File: config.mk
export PLATFORM = sky130hd
export DESIGN_NAME = kva_ram
export DESIGN_NICKNAME = d
export VERILOG_FILES = /design/src/design/kva_ram.sv
export SDC_FILE = /design/constraint.sdc
export NUM_CORES = 1
export LEC_CHECK = 0
export BUFFER_PORTS_ARGS = -buffer_cell sky130_fd_sc_hd__buf_2
export CAP_MARGIN = 25
export CORE_MARGIN = 4
export CORE_UTILIZATION = 30
export CTS_BUF_LIST = sky130_fd_sc_hd__clkbuf_2
export DETAILED_ROUTE_END_ITERATION = 7
export SYNTH_ARGS = -nofsm -noshare
export SYNTH_HDL_FRONTEND = slang
export SYNTH_SLANG_ARGS = --single-unit
File: constraint.sdc
create_clock -name clk -period 1.9 [get_ports clk]
set_clock_uncertainty 0.05 [all_clocks]
set_input_delay 0.19 -clock clk [delete_from_list [all_inputs] [get_ports clk]]
set_output_delay 0.19 -clock clk [all_outputs]
set_load 0.02 [all_outputs]
File: src/design/kva_ram.sv
// Generic single-port RAM with registered read.
// No dependencies.
`default_nettype none
module kva_ram #(
  parameter int WIDTH = 8,
  parameter int DEPTH = 16
) (
  input  wire logic                     clk,
  input  wire logic                     we,
  input  wire logic [$clog2(DEPTH)-1:0] addr,
  input  wire logic [WIDTH-1:0]         wdata,
  output logic      [WIDTH-1:0]         rdata
);
  logic [WIDTH-1:0] mem [DEPTH];
  always_ff @(posedge clk) begin
    if (we) mem[addr] <= wdata;
    rdata <= mem[addr];
  end
endmodule
`default_nettype wire

* Word-level counts from Yosys, hierarchy flattened
Memories as Yosys holds them, arrays and structs flattened. A register that Yosys moved wholly into a read port is not among the register bits. Index checks and enable logic that the tools add are counted.
Storage, ports and cells: bits in registers 0, bits in latches 0, RAM bits 128, memory bits (read-only) 0, input port bits 14, output and inout port bits 8, logic and storage cells 3, memories kept 1
Cells by class: $add $sub $neg 0, multipliers 0, divide/modulo/power cells 0, $lt $le $gt $ge 0, equal/unequal tests 0, shift operators 0, muxes and demuxes 2, bitwise logic cells 0, reduce and logical (&&, ||, !) cells 0
Memories:
- mem | words 16, width 8, rd ports 1, clocked after Yosys merged registers in 1, write ports 1, line 14 | logic [WIDTH-1:0] mem [DEPTH];
Operators by type and width (number):
- $mux W1 | 2

* Depth between registers and ports, before layout
Gate-level depths: netlist of the first run.
depth after elaboration 2, gate-level depth with buffers 5, depth with buffers taken out 3

* Least setup slack after synthesis of the first run
OpenSTA, ideal clock, no wires.
kind input port to flip-flop, start in addr[2], end mem mem[0][0], enable pin, setup time 0.383 ns, data arrival time 1.300 ns, required time 1.467 ns, setup slack 0.167 ns, stages on the path 2, path buffers 0, path through or3b_2 -> nor3_1
RTL lines:
- start, declared | line 10 | input wire logic [$clog2(DEPTH)-1:0] addr,
- end, declared | line 14
Straight into the memory's write port.

* Worst setup path after layout of the first run
start in addr[3], end mem mem[4][3], enable pin
Straight into the memory's write port.

==> results of run 1 <==
-- worst max-delay path by stage --
stage | from | end | depth (start not counted)
floorplan | addr[2] | mem[0][0] | 2
global placement | addr[2] | mem[0][7] | 4
detailed placement | addr[2] | mem[0][7] | 4
CTS | mem[2][0] | rdata[0] | 4
global route | addr[3] | mem[4][2] | 6
finish | addr[3] | mem[4][3] | 6
-- cell families (layout without fill, tap and decap cells) --
logic type	count (synthesis)	count (layout)	share of synthesized area, %
buf+inv	11	95	1.19
simple gates	35	35	3.21
flops	136	136	79.0
mux	32	32	14.2
compound gates	16	16	2.37
-- sequential cells by signal, summed over array words and instances, names as in the netlist --
name,flops
mem,128
rdata,8
-- power groups by stage --
stage          combinational [mW]  sequential, mW  clock, mW
4_1_cts                     0.381            3.38       1.87
3_5_place_dp                0.358            3.44          0
5_1_grt                     0.406            3.38       2.02
6_report                    0.371            3.37       1.81
3_3_place_gp                0.349            3.44          0
2_1_floorplan               0.173            3.46          0
-- routing by layer --
metal | up-vias | share of wire (%)
met4 | 0 | 1.0
met5 | - | 0
met2 | 56 | 48
li1 | 1113 | -
met3 | 8 | 3.8
met1 | 1242 | 47
-- worst min-delay path: cells and delay by family --
family,cells,cell delay (ns)
buffers and inverters,1,0.15
and+or+nand+nor,2,0.27
AOI/OAI and AO/OA,1,0.17
-- what timing repair did --
| action | 4_1_cts | 5_1_grt |
|---|---|---|
| gates resized for setup | 0 | 0 |
| hold endpoints to repair | 138 | 0 |
| hold buffers | 14 | 0 |
| setup endpoints to repair | 0 | 1 |
-- Yosys cell counts --
master,count,area (µm²)
a22oi_1,16,120
buf_6,2,22.5
dfxtp_1,8,160
edfxtp_1,128,3840
nor2_1,13,48.8
nor3_1,4,20.0
clkbuf_2,1,5.00
nand3_1,1,5.00
buf_2,2,10.0
nand3b_1,2,15.0
and2_1,1,6.26
nor2b_1,2,12.5
or3b_2,1,8.76
mux4_2,32,721
buf_1,4,15.0
nand2_1,9,33.8
clkbuf_1,2,7.51
nand2b_1,2,12.5
-- through the flow --
step	utilization, %	area, µm²	total power, mW	hold WS [ns]
3_3_place_gp	34.0	5640	3.79	0.524
3_5_place_dp	34.0	5640	3.80	0.544
5_1_grt	36.4	6030	5.81	0.00859
2_1_floorplan	-	5070	3.63	0.239
6_report	36.4	6030	5.55	0.0708
4_1_cts	36.4	6040	5.63	0.00346
-- cell type report --
cell class / instances / area (µm²)
clock buffer: 17 / 85.1
clock inverter: 15 / 175
fill: 1554 / 10600
multi-input combinational: 83 / 1000
sequential: 136 / 4000
tap: 220 / 275
timing repair buffer: 63 / 490
==> impl_metrics.tcl, run 1 <==
set metrics [dict create \
    first_global_vias 2607 \
    port_buffers 21 \
    via_count 2419 \
    wl_per_cell_um 18.5 \
    critPathCaptureType "flip-flop" \
    synthCells 230 \
    mappedNetlistNets 244 \
    min-delay-start "addr[2]" \
    crit_top_cell "dlygate4sd3_1" \
    cts.sinks 136 \
    final_common_cell "edfxtp_1" \
    insertion_delay_ns 0.67 \
    powerDensity_nw_per_um2 920 \
    fmax_mhz 546 \
    path_class "in2reg" \
    tritoncts "built" \
    syn_area_per_cell_um2 22.0 \
    cts_buffer_depth 2 \
    die_x_um 138 \
    cap_viol_max_count 0 \
    holdPathEnd "rdata[0]" \
    cts-root-buf "clkbuf_2" \
    core-area_um2 16600 \
    rsz0062_at_grt "no" \
    finalWorstSetupSlack_ns 0.0690 \
    crit-reg2reg-launch "mem[3][2]" \
    die_area_um2 19000 \
    synth_cell_types 18 \
    mostFrequentLayoutCells "edfxtp_1, mux4_2, buf_4, buf_2, clkbuf_2" \
    postRouteAntennaNets 0 \
    cp.required_ns 2.26 \
    syn_area_um2 5070 \
    hpwl_um 6650 \
    swShare_pct 23.4 \
    critical_path.slowest_cell "dlygate4sd3_1" \
    ys.warnings.count 0 \
    max_slew_margin_pct 70.5 \
    layout_min_cycle_time_ns 1.83 \
    gp_congestion 0.735 \
    status "complete, no violations" \
    pin_count 22 \
    grt-busiest-layer "met2" \
    power_frac_comb_pct 6.7 \
    leakage_nw 1.99 \
    crit_fanout 8 \
    gr-total-overflow 0 \
    grt_max_degree 20 \
    num_rows 47 \
    timing.rr.end "rdata[2]" \
    dr.pass1.iters 4 \
    p_switching_mw 1.30 \
    vias_per_cell 4.53 \
    final_max_slew_viol_count 0 \
    h-tree-depth 4 \
    hold_depth 4 \
    grt_use_total_pct 11.5 \
    ys_seq_area_share_pct 79.0 \
    p_int_mw 4.25 \
    slowest_delay_ns 0.62 \
    worst-r2r-cell-count 3 \
    met1_usage_pct 15.9 \
    drt_iter0_markers 104 \
    post_cts_buffers 0 \
    synth-seq-cells 136 \
    ir_drop_uv 1060 \
    hold_path.class "in2reg" \
    cp_num_buf_inv 4 \
    n_antenna_cell 0 \
    start_util_pct 30.6 \
    crit_chain "dlygate4sd3_1 > buf_2 > nand3b_1 > dlygate4sd3_1 > nor3_1 > buf_4" \
    finalNetCount 315 \
    antenna_found_initial 0 \
    drive_gt1_share_pct 36.3 \
    dpl_worst_slack_ns 0.164 \
    die_h_um 138 \
    cp_top_family "buffers and inverters" \
    route.detailed.drc 0 \
    r2r_slack_ns 0.46 \
    hold_viol_final 0 \
    setup_violations 0 \
    wirelength_um 9890 \
    cts_buffers 17 \
    grtUsageMet2_pct 17.3 \
    gr-usage-met3_pct 3.96 \
    p_clk_share_pct 32.6 \
    p_seq_share_pct 60.8 \
    worst_slew_pin_slew_ns 0.442 \
    final.setup.tns_ns 0 \
    fin_cells 534 \
    grt_pass1_wl_um 15400 \
    synthToLayoutAreaGrowth_pct 19.1 \
    crit_arrival_ns 2.19 \
    dp.cells 489 \
    cp-start-kind "input pin" \
    post-route-period-util_pct 96.4 \
    path_clk_slew_ns 0.20 \
]
(Power assumes the default switching activity.)
==> run 2: changes to the inputs <==
CORE_ASPECT_RATIO = 1.2   (was default)
==> impl_metrics.tcl, run 2 (synthesis results as in run 1) <==
set metrics [dict create \
    status "complete, no violations" \
    largest-register "mem" \
    hold_path.class "in2reg" \
    num_rows 51 \
    pin_count 22 \
    grt_pass1_wl_um 15000 \
    r2r_slack_ns 0.50 \
    final_util_pct 35.9 \
    cts_buffer_depth 2 \
    post-route-period-util_pct 80.1 \
    gr-total-overflow 0 \
    postRouteAntennaNets 0 \
    crit_arrival_ns 1.28 \
    die_area_um2 19000 \
    cts_buffers 17 \
    grt_use_total_pct 11.0 \
    reg_top3 "mem: 128 flops, rdata: 8 flops" \
    route.detailed.drc 0 \
    mostFrequentLayoutCells "edfxtp_1, mux4_2, buf_2, buf_4, clkbuf_2" \
    hold_depth 5 \
    fmax_mhz 657 \
    gp_congestion 0.745 \
    powerDensity_nw_per_um2 914 \
    via_count 2355 \
    leakage_nw 1.93 \
    cts-root-buf "clkbuf_2" \
    cp_top_family "flip-flops" \
    core-area_um2 16400 \
    tritoncts "built" \
    met1_usage_pct 13.9 \
    path_class "reg2out" \
    grtUsageMet2_pct 17.3 \
    insertion_delay_ns 0.68 \
    timing.rr.end "rdata[4]" \
    port_buffers 21 \
    path_clk_slew_ns 0.19 \
    wirelength_um 9550 \
    final.setup.tns_ns 0 \
    hold_viol_final 0 \
    ir_drop_uv 374 \
    h-tree-depth 4 \
    critical_path.slowest_cell "dfxtp_1" \
    gr-usage-met3_pct 3.55 \
    antenna_found_initial 1 \
    critPathCaptureType "primary output" \
    final_max_slew_viol_count 0 \
    first_global_vias 2541 \
    drive_gt1_share_pct 34.7 \
    cap_viol_max_count 0 \
    crit_chain "buf_2" \
    cts_resized 0 \
    die_h_um 150 \
    dr.pass1.iters 5 \
    crit_fanout 1 \
    slowest_delay_ns 0.42 \
    drt_iter0_markers 149 \
    layout_min_cycle_time_ns 1.52 \
    cp-start-kind "flip-flop" \
    grt_max_degree 40 \
    holdPathEnd "rdata[2]" \
    min-delay-start "addr[2]" \
    vias_per_cell 4.56 \
    design_area_um2 5890 \
    wl_per_cell_um 18.5 \
    largest_reg_flops 128 \
    cp_num_buf_inv 1 \
    hpwl_um 6100 \
    worst_slew_pin_slew_ns 0.537 \
    setup_violations 0 \
    finalNetCount 304 \
    rsz0062_at_grt "no" \
    cts.sinks 136 \
    dpl_cell_area_um2 5580 \
    synthToLayoutAreaGrowth_pct 16.2 \
    grt-busiest-layer "met2" \
    max_slew_margin_pct 64.1 \
    cp.required_ns 1.66 \
    worst-r2r-cell-count 3 \
    start_util_pct 30.9 \
    die_x_um 127 \
    crit-reg2reg-launch "mem[7][4]" \
    final_common_cell "edfxtp_1" \
]
run 2: worst max path at each step:
stage,endpoint,cells past startpoint,from,slack [ns]
after floorplan,mem[0][0],2,addr[2],0.17
after detailed placement,rdata[4],5,addr[0],0.19
after global placement,rdata[1],5,addr[0],0.22
final,rdata[3],1,rdata[3],0.38
after CTS,rdata[3],1,rdata[3],0.27
after global routing,rdata[3],1,rdata[3],0.24
run 2: power by group:
group / total [mW] / internal [mW] / leakage [nW] / switching [mW]
logic: 0.349 / 0.150 / 0.557 / 0.198
registers: 3.37 / 3.35 / 1.22 / 0.0184
clock network: 1.67 / 0.714 / 0.151 / 0.956
total: 5.39 / 4.21 / 1.93 / 1.17
run 2: per-layer routing:
layer | up-vias | part of all wire (%)
li1 | 1088 | -
met1 | 1189 | 43
met2 | 65 | 50
met3 | 13 | 5.4
met4 | 0 | 1.6
met5 | - | 0
run 2: cell type report:
cell class / instances / area, µm²
Antenna cell: 2 / 5.00
Clock buffer: 19 / 95.1
Clock inverter: 13 / 135
Fill cell: 1510 / 10500
Multi-Input combinational cell: 83 / 1000
Sequential cell: 136 / 4000
Tap cell: 212 / 265
Timing Repair Buffer: 52 / 383
run 2: timing repair:
item / CTS / global route
setup buffers: 0 / 0
endpoints found under the setup margin: 0 / 0
hold buffers: 8 / 0
hold endpoints to repair: 128 / 0
run 2: per-stage QoR:
step | hold slack (ns) | std cells | setup WS (ns) | total power [mW]
after floorplan | 0.239 | 230 | 0.167 | 3.63
after global placement | 0.523 | 475 | 0.224 | 3.77
after detailed placement | 0.538 | 475 | 0.185 | 3.78
after CTS | 0.00919 | 515 | 0.267 | 5.44
after global routing | 0.0427 | 517 | 0.244 | 5.61
final | 0.0806 | 517 | 0.378 | 5.39
==> run 3: changes to the inputs <==
clock period = 1.55 ns   (was 1.9 ns; I/O delays follow)
==> impl_metrics.tcl, run 3 (synthesis results as in run 1) <==
set metrics [dict create \
    critPathCaptureType "primary output" \
    first_global_vias 2643 \
    synthToLayoutAreaGrowth_pct 21.2 \
    grt_pass1_wl_um 15200 \
    final_common_cell "edfxtp_1" \
    die_x_um 127 \
    slowest_delay_ns 0.39 \
    start_util_pct 30.9 \
    cts-root-buf "clkbuf_2" \
    crit_cells 1 \
    die_h_um 150 \
    drt_iter0_markers 127 \
    crit_fanout 1 \
    hpwl_um 6690 \
    path_class "reg2out" \
    grt_max_degree 19 \
    grt_use_total_pct 10.8 \
    ir_drop_uv 635 \
    leakage_nw 2.04 \
    crit-reg2reg-launch "mem[11][5]" \
    final.setup.tns_ns 0 \
    layout_min_cycle_time_ns 1.40 \
    port_buffers 21 \
    route.detailed.drc 0 \
    regArea_um2 4000 \
    vias_per_cell 4.56 \
    cap_viol_max_count 0 \
    multi_input_area_um2 1020 \
    gp_congestion 0.756 \
    insertion_delay_ns 0.64 \
    design_area_um2 6140 \
    crit_chain "buf_2" \
    postRouteAntennaNets 0 \
    cts_buffers 17 \
    dpl_cell_area_um2 5780 \
    cp-start-kind "flip-flop" \
    cp.required_ns 1.34 \
    n_antenna_cell 0 \
    cp_top_family "flip-flops" \
    hold_depth 5 \
    crit_arrival_ns 1.20 \
    finalNetCount 320 \
    wirelength_um 9590 \
    num_rows 51 \
    post_cts_buffers 0 \
    r2r_slack_ns 0.19 \
    critical_path.slowest_cell "dfxtp_1" \
    dp.cells 490 \
    drive_gt1_share_pct 39.8 \
    cp-startpoint "rdata[5]" \
    hold_path.class "in2reg" \
    worst-r2r-cell-count 3 \
    rsz0062_at_grt "no" \
    cts.sinks 136 \
    wl_per_cell_um 18.1 \
    fmax_mhz 713 \
    pin_count 22 \
    timing.rr.end "rdata[5]" \
    mostFrequentLayoutCells "edfxtp_1, mux4_2, buf_4, buf_2, clkbuf_2" \
    setup_violations 0 \
    cts_buffer_depth 2 \
    largest_reg_flops 128 \
    max_slew_margin_pct 52.7 \
    fin_cells 531 \
    tritoncts "built" \
    worst_slew_pin_slew_ns 0.709 \
    status "complete, no violations" \
    dr.pass1.iters 4 \
    h-tree-depth 4 \
    num-fill-cells 1491 \
    die_area_um2 19000 \
    reg_top3 "mem: 128 flops, rdata: 8 flops" \
    hold_viol_final 0 \
    setup.worst_path.end "rdata[5]" \
    cp_num_buf_inv 1 \
    powerDensity_nw_per_um2 1120 \
    path_clk_slew_ns 0.18 \
    gr-total-overflow 0 \
    antenna_found_initial 0 \
    via_count 2424 \
    largest-register "mem" \
    final_max_slew_viol_count 0 \
    post-route-period-util_pct 90.5 \
    core-area_um2 16400 \
]
## run 3: cell types whose count changed in the layout (fill, tap and decap cells not counted)
cell,before,now
nor2_1,13,8
nor3_2,0,1
clkbuf_2,19,18
buf_4,21,30
nor2_2,0,5
bufinv_16,3,4
buf_12,2,8
clkinv_2,6,2
diode_2,2,0
clkinv_1,4,3
clkinvlp_4,0,4
dlygate4sd3_1,8,9
nor3_1,4,3
inv_6,0,1
## run 3: layout make-up
class,instances,area share (%)
tap,212,4.32
clock inverter,14,2.93
multi-input combinational,83,16.6
clock buffer,18,1.47
sequential,136,65.2
timing repair buffer,68,9.45
## run 3: worst min path at each step
stage | startpoint | endpoint | slack, ns
after detailed placement | wdata[0] | mem[0][0] | 0.50
after global placement | wdata[0] | mem[0][0] | 0.49
after global routing | addr[3] | rdata[5] | 0.02
after CTS | addr[3] | rdata[5] | 0.007
final | addr[3] | rdata[5] | 0.08
after floorplan | wdata[0] | mem[0][0] | 0.20
## run 3: per-stage QoR
stage / hold slack (ns) / total power [mW] / util (%) / setup WS [ns]
final: 0.0840 / 6.85 / 37.4 / 0.147
after floorplan: 0.204 / 4.45 / - / -0.0931
after global routing: 0.0248 / 7.15 / 37.4 / 0.00104
after detailed placement: 0.504 / 4.68 / 35.2 / -0.0790
after global placement: 0.492 / 4.67 / 35.2 / -0.0837
after CTS: 0.00696 / 6.94 / 37.4 / 0.0453
## run 3: what timing repair did
| action | 4_1_cts | 5_1_grt |
|---|---|---|
| resized for setup | 0 | 0 |
| hold endpoints to repair | 130 | 0 |
| hold buffers | 9 | 0 |
## run 3: per-layer routing
metal	vias to the layer above	GRT usage, %	wire, µm
met5	-	0	0
met4	0	4.35	161
met3	13	2.98	300
met2	53	17.9	4970
met1	1242	13.5	4160
li1	1116	-	-
## run 3: report_power, final
part / internal, mW / total (mW) / switching, mW
clock network: 1.05 / 2.25 / 1.20
registers: 4.11 / 4.13 / 0.0244
logic: 0.219 / 0.470 / 0.251
total: 5.37 / 6.85 / 1.48
